## src/hdl/modular_exponentiation_macros.svh

```systemverilog
// assertion macros shared by the modular exponentiation rtl
// no dependencies; included by the files that carry assertions
`ifndef MODULAR_EXPONENTIATION_MACROS_SVH
`define MODULAR_EXPONENTIATION_MACROS_SVH

// same-cycle implication, disabled while in reset
`define MEXP_ASSERT_SAME(label, clk, rst_n, ante, cons, msg) \
    label: assert property (@(posedge clk) disable iff (!rst_n) (ante) |-> (cons)) \
        else $error(msg);

// next-cycle implication, disabled while in reset
`define MEXP_ASSERT_NEXT(label, clk, rst_n, ante, cons, msg) \
    label: assert property (@(posedge clk) disable iff (!rst_n) (ante) |=> (cons)) \
        else $error(msg);

`endif

```

## src/hdl/mexp_pkg.sv

```systemverilog
// shared widths, defaults and payload types for modular exponentiation
// no dependencies
package mexp_pkg;
    localparam int BASE_W = 64;
    localparam int EXP_W  = 32;
    localparam int POW_W  = 32;
    localparam int MOD_W  = 32;

    localparam int EXP_BITS_DEF = 32;
    localparam int MOD_BITS_DEF = 32;

    localparam logic [MOD_W-1:0] MOD_RESET = 32'd1000000007;

    typedef logic [BASE_W-1:0] t_base;
    typedef logic [EXP_W-1:0]  t_exponent;
    typedef logic [POW_W-1:0]  t_power;
    typedef logic [MOD_W-1:0]  t_modulus;
endpackage

```

## src/hdl/mexp_ifs.sv

```systemverilog
// valid/ready channel interfaces: request, response and modulus write
// depends on mexp_pkg
interface mexp_req_if;
    import mexp_pkg::*;
    logic      valid;
    logic      ready;
    t_base     base;
    t_exponent exponent;
    modport source (output valid, base, exponent, input ready);
    modport sink   (input valid, base, exponent, output ready);
endinterface

interface mexp_rsp_if;
    import mexp_pkg::*;
    logic   valid;
    logic   ready;
    t_power power;
    modport source (output valid, power, input ready);
    modport sink   (input valid, power, output ready);
endinterface

interface mexp_cfg_if;
    import mexp_pkg::*;
    logic     valid;
    logic     ready;
    t_modulus data;
    modport source (output valid, data, input ready);
    modport sink   (input valid, data, output ready);
endinterface

```

## src/hdl/modular_exponentiation.sv

```systemverilog
// modular exponentiation top level: base^exponent mod a programmable modulus
// depends on mexp_pkg, mexp_ifs, mexp_mulmod and modular_exponentiation_macros.svh
// One request at a time. The 64-bit base is first reduced by the modulus, one bit per cycle;
// exponent bits are then scanned from the lsb up to the highest set bit, with a multiply
// into the result for each set bit and a squaring for each bit below the highest. Every
// multiply goes through the one shared bit-serial multiply-reduce unit; a request needs at
// most 2 * min(EXP_BITS, EXP_W) - 1 multiplies. A zero exponent needs no multiplies, and a
// zero modulus skips the reduction and gives result 0.
// The modulus register resets to 1000000007 and may only be rewritten while no request is open.
`include "modular_exponentiation_macros.svh"

module modular_exponentiation #(
    parameter int EXP_BITS = mexp_pkg::EXP_BITS_DEF,
    parameter int MOD_BITS = mexp_pkg::MOD_BITS_DEF
) (
    input  logic        i_clk,
    input  logic        i_rst_n,
    mexp_cfg_if.sink    i_cfg,
    mexp_req_if.sink    i_req,
    mexp_rsp_if.source  o_rsp
);
    import mexp_pkg::*;

    localparam int EW = (EXP_BITS < EXP_W) ? EXP_BITS : EXP_W;
    localparam int CW = $clog2(BASE_W);
    localparam logic [CW-1:0] RED_LAST = CW'(BASE_W - 1);
    localparam logic [MOD_BITS-1:0] MOD_ONE = MOD_BITS'(1);

    typedef enum logic [2:0] {
        S_IDLE,
        S_RED,
        S_EXP,
        S_MUL,
        S_SQR,
        S_FIN
    } t_state;

    t_state              r_state;
    logic [MOD_BITS-1:0] r_mod;
    logic [EW-1:0]       r_e;
    t_base               r_base;
    logic [CW-1:0]       r_cnt;
    logic [MOD_BITS-1:0] r_sq;
    logic [MOD_BITS-1:0] r_acc;
    logic                r_mm_start;
    logic                r_out_valid;
    t_power              r_power;

    logic [MOD_BITS:0]   w_red_t;
    logic [MOD_BITS:0]   w_red_n;
    logic [MOD_BITS-1:0] w_mm_x;
    logic                w_mm_done;
    logic [MOD_BITS-1:0] w_mm_res;

    // modulus register, to be written only between requests; the block itself does not enforce this
    always_ff @(posedge i_clk) begin
        if (!i_rst_n) begin
            r_mod <= MOD_RESET[MOD_BITS-1:0];
        end else if (i_cfg.valid) begin
            r_mod <= i_cfg.data[MOD_BITS-1:0];
        end
    end
    assign i_cfg.ready = 1'b1;

    // base reduction: shift in one base bit, subtract m once if it fits
    always_comb begin
        w_red_t = {r_sq, r_base[BASE_W-1]};
        w_red_n = (w_red_t >= {1'b0, r_mod}) ? (w_red_t - {1'b0, r_mod}) : w_red_t;
    end

    assign w_mm_x = (r_state == S_MUL) ? r_acc : r_sq;

    mexp_mulmod #(
        .MOD_BITS (MOD_BITS)
    ) u_mulmod (
        .i_clk    (i_clk),
        .i_rst_n  (i_rst_n),
        .i_start  (r_mm_start),
        .i_x      (w_mm_x),
        .i_y      (r_sq),
        .i_mod    (r_mod),
        .o_done   (w_mm_done),
        .o_result (w_mm_res)
    );

    always_ff @(posedge i_clk) begin
        if (!i_rst_n) begin
            r_state     <= S_IDLE;
            r_mm_start  <= 1'b0;
            r_out_valid <= 1'b0;
        end else begin
            r_mm_start <= (r_state == S_EXP) && (r_e != '0);
            if ((r_state == S_FIN) && (!r_out_valid || o_rsp.ready)) begin
                r_out_valid <= 1'b1;
            end else if (o_rsp.valid && o_rsp.ready) begin
                r_out_valid <= 1'b0;
            end
            case (r_state)
                S_IDLE: begin
                    if (i_req.valid) begin
                        r_base <= i_req.base;
                        r_e    <= i_req.exponent[EW-1:0];
                        r_cnt  <= '0;
                        r_sq   <= '0;
                        r_acc  <= ((r_mod == MOD_ONE) || (r_mod == '0)) ? '0 : MOD_ONE;
                        // modulus zero has no reduction: answer 0 straight away
                        if (r_mod == '0) begin
                            r_state <= S_FIN;
                        end else begin
                            r_state <= S_RED;
                        end
                    end
                end
                S_RED: begin
                    r_sq   <= w_red_n[MOD_BITS-1:0];
                    r_base <= r_base << 1;
                    r_cnt  <= r_cnt + 1'b1;
                    if (r_cnt == RED_LAST) begin
                        r_state <= S_EXP;
                    end
                end
                S_EXP: begin
                    if (r_e == '0) begin
                        r_state <= S_FIN;
                    end else if (r_e[0]) begin
                        r_state <= S_MUL;
                    end else begin
                        r_state <= S_SQR;
                    end
                end
                S_MUL: begin
                    if (w_mm_done) begin
                        r_acc   <= w_mm_res;
                        r_e[0]  <= 1'b0;
                        r_state <= S_EXP;
                    end
                end
                S_SQR: begin
                    if (w_mm_done) begin
                        r_sq    <= w_mm_res;
                        r_e     <= r_e >> 1;
                        r_state <= S_EXP;
                    end
                end
                S_FIN: begin
                    if (!r_out_valid || o_rsp.ready) begin
                        r_power <= POW_W'(r_acc);
                        r_state <= S_IDLE;
                    end
                end
                default: begin
                    r_state <= S_IDLE;
                end
            endcase
        end
    end

    assign i_req.ready = (r_state == S_IDLE);
    assign o_rsp.valid = r_out_valid;
    assign o_rsp.power = r_power;

    `MEXP_ASSERT_NEXT(a_request_starts, i_clk, i_rst_n, i_req.valid && i_req.ready, r_state != S_IDLE, "accepted request did not start")
    `MEXP_ASSERT_SAME(a_power_reduced, i_clk, i_rst_n, r_out_valid && (r_mod != '0), r_power < POW_W'(r_mod), "result not below modulus")
    `MEXP_ASSERT_SAME(a_multiply_needs_bits, i_clk, i_rst_n, (r_state == S_MUL) || (r_state == S_SQR), r_e != '0, "multiply with no exponent bits left")
endmodule

```

## src/hdl/mexp_mulmod.sv

```systemverilog
// bit-serial modular multiply: x * y mod m, one bit of y per cycle, msb first
// depends on mexp_pkg and modular_exponentiation_macros.svh
`include "modular_exponentiation_macros.svh"

module mexp_mulmod #(
    parameter int MOD_BITS = mexp_pkg::MOD_BITS_DEF
) (
    input  logic                i_clk,
    input  logic                i_rst_n,
    input  logic                i_start,
    input  logic [MOD_BITS-1:0] i_x,
    input  logic [MOD_BITS-1:0] i_y,
    input  logic [MOD_BITS-1:0] i_mod,
    output logic                o_done,
    output logic [MOD_BITS-1:0] o_result
);
    import mexp_pkg::*;

    localparam int CNT_W = $clog2(MOD_BITS);
    localparam logic [CNT_W-1:0] CNT_LAST = CNT_W'(MOD_BITS - 1);

    logic                r_busy;
    logic                r_done;
    logic [CNT_W-1:0]    r_cnt;
    logic [MOD_BITS-1:0] r_x;
    logic [MOD_BITS-1:0] r_y;
    logic [MOD_BITS-1:0] r_r;

    logic [MOD_BITS:0]   w_m;
    logic [MOD_BITS:0]   w_dbl;
    logic [MOD_BITS:0]   w_dbl_red;
    logic [MOD_BITS:0]   w_sum;
    logic [MOD_BITS:0]   w_sum_red;

    // doubling then conditional add, each folded back below m
    always_comb begin
        w_m       = {1'b0, i_mod};
        w_dbl     = {r_r, 1'b0};
        w_dbl_red = (w_dbl >= w_m) ? (w_dbl - w_m) : w_dbl;
        w_sum     = w_dbl_red + (r_y[MOD_BITS-1] ? {1'b0, r_x} : '0);
        w_sum_red = (w_sum >= w_m) ? (w_sum - w_m) : w_sum;
    end

    always_ff @(posedge i_clk) begin
        if (!i_rst_n) begin
            r_busy <= 1'b0;
            r_done <= 1'b0;
            r_cnt  <= '0;
        end else begin
            r_done <= r_busy && (r_cnt == CNT_LAST);
            if (i_start) begin
                r_busy <= 1'b1;
                r_cnt  <= '0;
                r_x    <= i_x;
                r_y    <= i_y;
                r_r    <= '0;
            end else if (r_busy) begin
                r_r   <= w_sum_red[MOD_BITS-1:0];
                r_y   <= r_y << 1;
                r_cnt <= r_cnt + 1'b1;
                if (r_cnt == CNT_LAST) begin
                    r_busy <= 1'b0;
                end
            end
        end
    end

    assign o_done   = r_done;
    assign o_result = r_r;

    `MEXP_ASSERT_SAME(a_start_when_free, i_clk, i_rst_n, i_start, !r_busy, "mulmod started while busy")
    `MEXP_ASSERT_NEXT(a_done_after_last, i_clk, i_rst_n, r_busy && (r_cnt == CNT_LAST), r_done, "mulmod missed done")
    `MEXP_ASSERT_SAME(a_result_reduced, i_clk, i_rst_n, r_done && (i_mod != '0), r_r < i_mod, "mulmod result not reduced")
endmodule
```

## src/flat_wrapper.sv

```systemverilog
// flat-port wrapper written by rule: the top's interface ports become plain ports
module modular_exponentiation_flat import mexp_pkg::*;
#(
    parameter int EXP_BITS = mexp_pkg::EXP_BITS_DEF,
    parameter int MOD_BITS = mexp_pkg::MOD_BITS_DEF
)
  (i_clk, i_rst_n, i_cfg_valid, i_cfg_data, i_cfg_ready, i_req_valid, i_req_base, i_req_exponent, i_req_ready, o_rsp_valid, o_rsp_power, o_rsp_ready);
  mexp_cfg_if i_cfg_i ();
  mexp_req_if i_req_i ();
  mexp_rsp_if o_rsp_i ();
  input  logic i_clk;
  input  logic i_rst_n;
  input wire logic [$bits(i_cfg_i.valid)-1:0] i_cfg_valid;
  input wire logic [$bits(i_cfg_i.data)-1:0] i_cfg_data;
  output wire logic [$bits(i_cfg_i.ready)-1:0] i_cfg_ready;
  input wire logic [$bits(i_req_i.valid)-1:0] i_req_valid;
  input wire logic [$bits(i_req_i.base)-1:0] i_req_base;
  input wire logic [$bits(i_req_i.exponent)-1:0] i_req_exponent;
  output wire logic [$bits(i_req_i.ready)-1:0] i_req_ready;
  output wire logic [$bits(o_rsp_i.valid)-1:0] o_rsp_valid;
  output wire logic [$bits(o_rsp_i.power)-1:0] o_rsp_power;
  input wire logic [$bits(o_rsp_i.ready)-1:0] o_rsp_ready;
  assign i_cfg_i.valid = i_cfg_valid;
  assign i_cfg_i.data = i_cfg_data;
  assign i_cfg_ready = i_cfg_i.ready;
  assign i_req_i.valid = i_req_valid;
  assign i_req_i.base = i_req_base;
  assign i_req_i.exponent = i_req_exponent;
  assign i_req_ready = i_req_i.ready;
  assign o_rsp_valid = o_rsp_i.valid;
  assign o_rsp_power = o_rsp_i.power;
  assign o_rsp_i.ready = o_rsp_ready;
  modular_exponentiation #(.EXP_BITS(EXP_BITS), .MOD_BITS(MOD_BITS)) u_core (.i_clk(i_clk), .i_rst_n(i_rst_n), .i_cfg(i_cfg_i), .i_req(i_req_i), .o_rsp(o_rsp_i));
endmodule
```

## config.mk

```make
export PLATFORM = sky130hd
export DESIGN_NAME = modular_exponentiation_flat
export DESIGN_NICKNAME = d
export VERILOG_FILES = /design/src/hdl/mexp_pkg.sv /design/src/hdl/mexp_ifs.sv /design/src/hdl/modular_exponentiation.sv /design/src/hdl/mexp_mulmod.sv /design/src/flat_wrapper.sv
export VERILOG_INCLUDE_DIRS = /design/src /design/src/hdl
export SDC_FILE = /design/constraint.sdc
export NUM_CORES = 1
export LEC_CHECK = 0
export BUFFER_PORTS_ARGS = -buffer_cell sky130_fd_sc_hd__buf_2
export CAP_MARGIN = 20
export CORE_MARGIN = 4
export CORE_UTILIZATION = 55
export DETAILED_ROUTE_END_ITERATION = 7
export PLACE_DENSITY = 0.74
export SYNTH_ARGS = -nofsm -noshare
export SYNTH_HDL_FRONTEND = slang
export SYNTH_SLANG_ARGS = --single-unit
```

## constraint.sdc

```tcl
create_clock -name i_clk -period 8.4 [get_ports i_clk]
set_input_delay 0 -clock i_clk [delete_from_list [all_inputs] [get_ports i_clk]]
set_output_delay 0 -clock i_clk [all_outputs]
set_load 0.005 [all_outputs]
```

* After elaboration in Yosys (flattened, before gate mapping)
Cells that the tools add are included.
Cells by class: $add $sub $neg 6, bitwise operators 1, multiplexer cells 36, equality and inequality tests 14, reduce and logical (&&, ||, !) cells 29, magnitude comparators 3
Operators with widths (count):
- $mux W32 | 12
- $pmux W64 S2 | 1
- $ge A33 B32 Y1 | 3
- $pmux W32 S3 | 1
- $logic_not A32 Y1 | 2
- $mux W64 | 1
- $pmux W32 S2 | 1
- $sub A32 B32 Y32 | 2
- $pmux W31 S2 | 1
- $add A33 B32 Y33 | 1
- $mux W33 | 1
- $sub A33 B32 Y33 | 1
- $eq A32 B1 Y1 const B | 1
- $reduce_bool A32 Y1 | 1
- $mux W3 | 7
- $reduce_and A4 Y1 | 4
- $pmux W3 S5 | 1
- $pmux W6 S2 | 1
- $reduce_bool A2 Y1 | 5
- $ne A2 B2 Y1 const B | 4
- $mux W1 | 7
- $add A6 B1 Y6 const B | 1
- $eq A3 B2 Y1 const B | 2
- $eq A3 B3 Y1 const B | 2
- other kinds (17) | 26
Storage, ports and cells: register bits 338

* Longest topological paths before layout
depth in word-level cells 6, depth in mapped cells 36, depth with buffers taken out 32

* By module
Synthesis repeated with hierarchy kept, for this count alone.
Second synthesis, totals: cell total of the unflattened synthesis 2285, area total of the unflattened synthesis 21933.5 um^2
Modules (own cells, without submodules):
- modular_exponentiation | cells an instance 1173, times used 1, area each 12032.8 um^2
- mexp_mulmod | cells an instance 1112, times used 1, area each 9900.7 um^2

* Worst setup path after synthesis
OpenSTA, ideal clock, no wires.
path type register to register, from reg u_core.r_mod[1], to reg u_core.u_mulmod.r_r[19], in the netlist u_core.u_mulmod.o_result[19] (data pin), slack 1.036 ns, clock period less this slack 7.364 ns, arrival time 7.098 ns, stages on the path, launching flop included 33, cells stage by stage dfxtp_1 inv_1 ha_1 nor2b_1 o31a_1 o31ai_1 a2111o_1 a2111oi_4 or3_1 clkbuf_1 clkbuf_1 a21oi_1 ha_1 and4_1 a221o_1 o211a_1 or3_1 a31oi_1 o31ai_1 xor2_1 ha_1 clkbuf_1 nand3_1 or3_1 nor3_1 nor2_1 o211ai_1 and3b_1 mux2i_1 buf_4 buf_8 mux2i_1 nor2_1
Between the ends: longest elaborated chain between the ends 6, elaborated cells on any way between the ends 8, classes of those cells add/sub: 3; order compare: 2; mux: 3
RTL lines:
- start: declaration | RTL line modular_exponentiation.sv:39 | logic [MOD_BITS-1:0] r_mod;
- start signal: assignment | RTL line modular_exponentiation.sv:58 | r_mod <= MOD_RESET[MOD_BITS-1:0];
- start signal: assignment | RTL line modular_exponentiation.sv:60 | r_mod <= i_cfg.data[MOD_BITS-1:0];
- $sub A33 B32 Y33 / $ge A33 B32 Y1 (equally long branches) | RTL line mexp_mulmod.sv:39 | w_dbl_red = (w_dbl >= w_m) ? (w_dbl - w_m) : w_dbl;
- $mux W33 | RTL line mexp_mulmod.sv:39
- $add A33 B32 Y33 | RTL line mexp_mulmod.sv:40 | w_sum = w_dbl_red + (r_y[MOD_BITS-1] ? {1'b0, r_x} : '0);
- $sub A32 B32 Y32 / $ge A33 B32 Y1 (equally long branches) | RTL line mexp_mulmod.sv:41 | w_sum_red = (w_sum >= w_m) ? (w_sum - w_m) : w_sum;
- $mux W32 * | RTL line mexp_mulmod.sv:41
- $mux W32 * | RTL line mexp_mulmod.sv:57 | end else if (r_busy) begin
- end signal: assignment | RTL line mexp_mulmod.sv:58 | r_r <= w_sum_red[MOD_BITS-1:0];
- end: declaration | RTL line mexp_mulmod.sv:27 | logic [MOD_BITS-1:0] r_r;
Mark *: on every way between the ends. The rest lies on a longest branch, timed or not. The select of a mux whose other input is x is not followed. A chain may end at the register's enable or synchronous reset.

* Worst setup path in the final report
from reg u_core.r_mod[1], to reg u_core.u_mulmod.r_r[13], in the netlist u_core.u_mulmod.o_result[13] (data pin)
Same word-level chain as after synthesis.

==> results.sh <==
export IMPL_fp_dieW_um=204.8
export IMPL_p_leak_nw=10.64
export IMPL_critPathArrivalTime_ps=8280
export IMPL_synthFlopType="edfxtp_1"
export IMPL_grt_pass1_vias=18377
export IMPL_pwr_share_comb_pct=45.5
export IMPL_status="finished, final reports clean"
export IMPL_syn_num_nets=2442
export IMPL_overflow=0
export IMPL_seq_power_share_pct=32.8
export IMPL_cp_slowest_cell="or3_1"
export IMPL_synth_compound_area_share_pct=14.60
export IMPL_nets=2727
export IMPL_synth_cell_types=74
export IMPL_switching_share_pct=39.19
export IMPL_slew_headroom_pct=26.45
export IMPL_syn2layout_area_growth_pct=18.98
export IMPL_ios=168
export IMPL_dieArea_mm2=0.04192
export IMPL_clk_path_buf_depth=3
export IMPL_synth_avg_cell_area_um2=9.793
export IMPL_period_needed_ps=7870
export IMPL_die_y_um=204.8
export IMPL_clkPwrFrac_pct=21.7
export IMPL_drc=0
export IMPL_grtUsageTotal_pct=31.91
export IMPL_synth_top_area_cell="edfxtp_1"
export IMPL_critPathRequiredTime_ps=8810
export IMPL_drive_gt1_share_pct=14.34
export IMPL_synthSimpleGateAreaFrac_pct=17.85
export IMPL_rsz0062_at_grt="false"
export IMPL_synth_top_family_by_area="simple AND/OR/NAND/NOR gates"
export IMPL_startpoint_type="register"
export IMPL_cts_reportedPaths_clkPinSlew_ps=60
export IMPL_grt_max_degree=90
export IMPL_start_util_pct=56.13
export IMPL_core_area_mm2=0.03793
export IMPL_synth_top_cell_area_share_pct=41.47
export IMPL_final_hold_viol_count=0
export IMPL_netlist_instances=2174
export IMPL_antenna_found_initial=3
export IMPL_hold_path_class="input pin to register"
export IMPL_finalSetupViolations=0
export IMPL_grt_pass1_wl_mm=104.3
export IMPL_wirelength_mm=67.54
export IMPL_tns_ps=0
export IMPL_first_pass_iters=6
export IMPL_postRouteAntennaNets=0
export IMPL_cts_buffers=38
export IMPL_fmax_ghz=0.1271
export IMPL_power_switching_w=0.003000
export IMPL_wl_per_cell_um=22.49
export IMPL_drt_iter0_drc=1558
export IMPL_ys_warn_count=0
export IMPL_fillers=2807
export IMPL_root_buffer="clkbuf_16"
export IMPL_highest_layer="met4"
export IMPL_drt_vias_per_instance=6.099
export IMPL_wl_met2_mm=31.97
export IMPL_worst_path_max_fanout=20
export IMPL_power_density_mw_per_mm2=302.2
export IMPL_mostFrequentLayoutCells="414 x nand2_1, 294 x edfxtp_1, 166 x buf_2, 129 x ha_1, 129 x dlygate4sd3_1"
export IMPL_synth_fa_ha_area_share_pct=8.075
export IMPL_placementRows=71
export IMPL_fin_hold_ws_ps=24.59
export IMPL_worstSetupEndpointType="register"
export IMPL_h_tree_depth=2
export IMPL_met3WireLength_mm=5.502
export IMPL_irDropWorstVdd_uv=206.2
export IMPL_wl_met1_mm=28.33
export IMPL_cts_tree="yes"
export IMPL_muxShareOfSynthArea_pct=6.576
export IMPL_clkLatencyLatePin_ps=570
export IMPL_intPower_w=0.004654
export IMPL_synth_xor_area_share_pct=4.237
export IMPL_synth_seq_cells=338
export IMPL_fin_crit_sh_pct=93.69
export IMPL_yosys_top_cells_area="edfxtp_1 41%, ha_1 7.7%, nand2_1 7.3%"
export IMPL_cpPeakStageDelay_ps=450
export IMPL_worst_pin_slew_ps=1103
export IMPL_drv_slew=0
export IMPL_cts_sinks=338
export IMPL_yosysSeqAreaShare_pct=45.60
export IMPL_drv_cap=0
export IMPL_crit_type="register to register"
export IMPL_postSynth_asyncResetShare_pct=0
export IMPL_mappedNetlistArea_mm2=0.02129
export IMPL_vias=18314
export IMPL_io_buffers=166
export IMPL_dp_final_hpwl_mm=45.85
export IMPL_gp_congestion=1.013
export IMPL_synth_edf_count=294
export IMPL_finClkSkew_ps=16.59
export IMPL_layout_commonest_cell="nand2_1"
[critical path, delay by kind of cell, from the launching register on]
kind	cells	cell delay, ps
AO/OA/AOI/OAI	15	3460
AND/OR/NAND/NOR	8	1650
adder cells (fa/ha/maj)	3	1020
flip-flops	1	410
XOR/XNOR	2	400
multiplexers	2	380
buffers and inverters	2	360
[path summary, 6_finish.rpt]
kind / slack, ps / endpoint / cells past startpoint / start
worst max register to register: 530 / u_core.u_mulmod.o_result[13] / 32 / u_core.r_mod[1]
worst min-delay path: 20 / u_core.r_e[0] / 4 / i_req_valid
worst min register to register: 450 / u_core.o_rsp.power[16] / 0 / u_core.r_acc[16]
worst max-delay path: 530 / u_core.u_mulmod.o_result[13] / 32 / u_core.r_mod[1]
[cells by family after synthesis]
| logic type | Yosys count |
|---|---|
| mux | 132 |
| simple gates | 827 |
| fa+ha+maj | 135 |
| xor+xnor | 103 |
| buf+inv | 162 |
| compound gates | 476 |
| other cells | 1 |
| flops | 338 |
[timing repair]
action | in CTS | in global routing
endpoints found under the setup margin | 0 | 32
hold buffers | 129 | 0
buffers inserted | 0 | 0
hold endpoints to repair | 129 | 0
resized for setup | 0 | 10
[stage by stage]
stage	util (%)	setup WS (ps)	cell area (um^2)	total power, W	instances
final	66.78	529.8	25330	0.007654	3003
after global routing	66.78	8.542	25330	0.008087	3003
after CTS	66.67	262.4	25290	0.007552	3000
after detailed placement	60.03	299.6	22770	0.005835	2801
after global placement	60.03	484.4	22770	0.005770	2801
after floorplan	-	1036	21290	0.004952	2174
[area by class of cell]
cell class	count	area, um^2	share of cell area, %
antenna	3	7.507	0.02964
clock inverter	20	181.4	0.7162
timing repair buffer	331	2417	9.543
multi-input combinational	1674	11040	43.59
tap	511	639.4	2.524
sequential	338	9711	38.33
clock buffer	50	1047	4.134
inverter	76	285.3	1.126
[layer usage]
layer / global-route usage (%) / up-vias
met3: 5.382 / 131
met5: 0 / -
met4: 8.830 / 0
met2: 53.24 / 875
met1: 43.38 / 8846
li1: - / 8462
[synthesized netlist by cell type, drive strengths merged (5+ instances only)]
master and number:
o21a 15, a21o 56, mux2 63, nor2b 36
inv 76, xnor2 67, nor4 21, and4 5
nor3 27, a311oi 5, o21bai 19, nand4 25
and3 21, a32oi 10, nand2b 27, nand2 414
mux2i 69, o211ai 22, and2 73, edfxtp 294
a21boi 13, buf 15, nor2 130, a211oi 26
nand3 24, a31oi 12, o31ai 11, ha 131
clkbuf 71, xor2 36, a21oi 121, dfxtp 44
or3 8, a2111oi 5, o21ai 116
[power by group through the flow]
stage	Combinational [W]	Clock [W]	Sequential, W
after floorplan	0.00251	0	0.00245
after global routing	0.00381	0.00175	0.00253
after global placement	0.00326	0	0.00251
final	0.00348	0.00166	0.00251
after CTS	0.00338	0.00168	0.00249
after detailed placement	0.00331	0	0.00253
[state kept, by name, indices dropped and copies added, names as in the netlist, 3 cells and up]
| signal | cells |
|---|---|
| u_core.r_base | 64 |
| u_core.o_rsp.power | 32 |
| u_core.r_acc | 32 |
| u_core.r_e | 32 |
| u_core.r_mod | 32 |
| u_core.r_sq | 32 |
| u_core.u_mulmod.o_result | 32 |
| u_core.u_mulmod.r_x | 32 |
| u_core.u_mulmod.r_y | 32 |
| u_core.r_cnt | 6 |
| u_core.u_mulmod.r_cnt | 5 |
| u_core.r_state | 3 |
(Power assumes the default switching activity.)
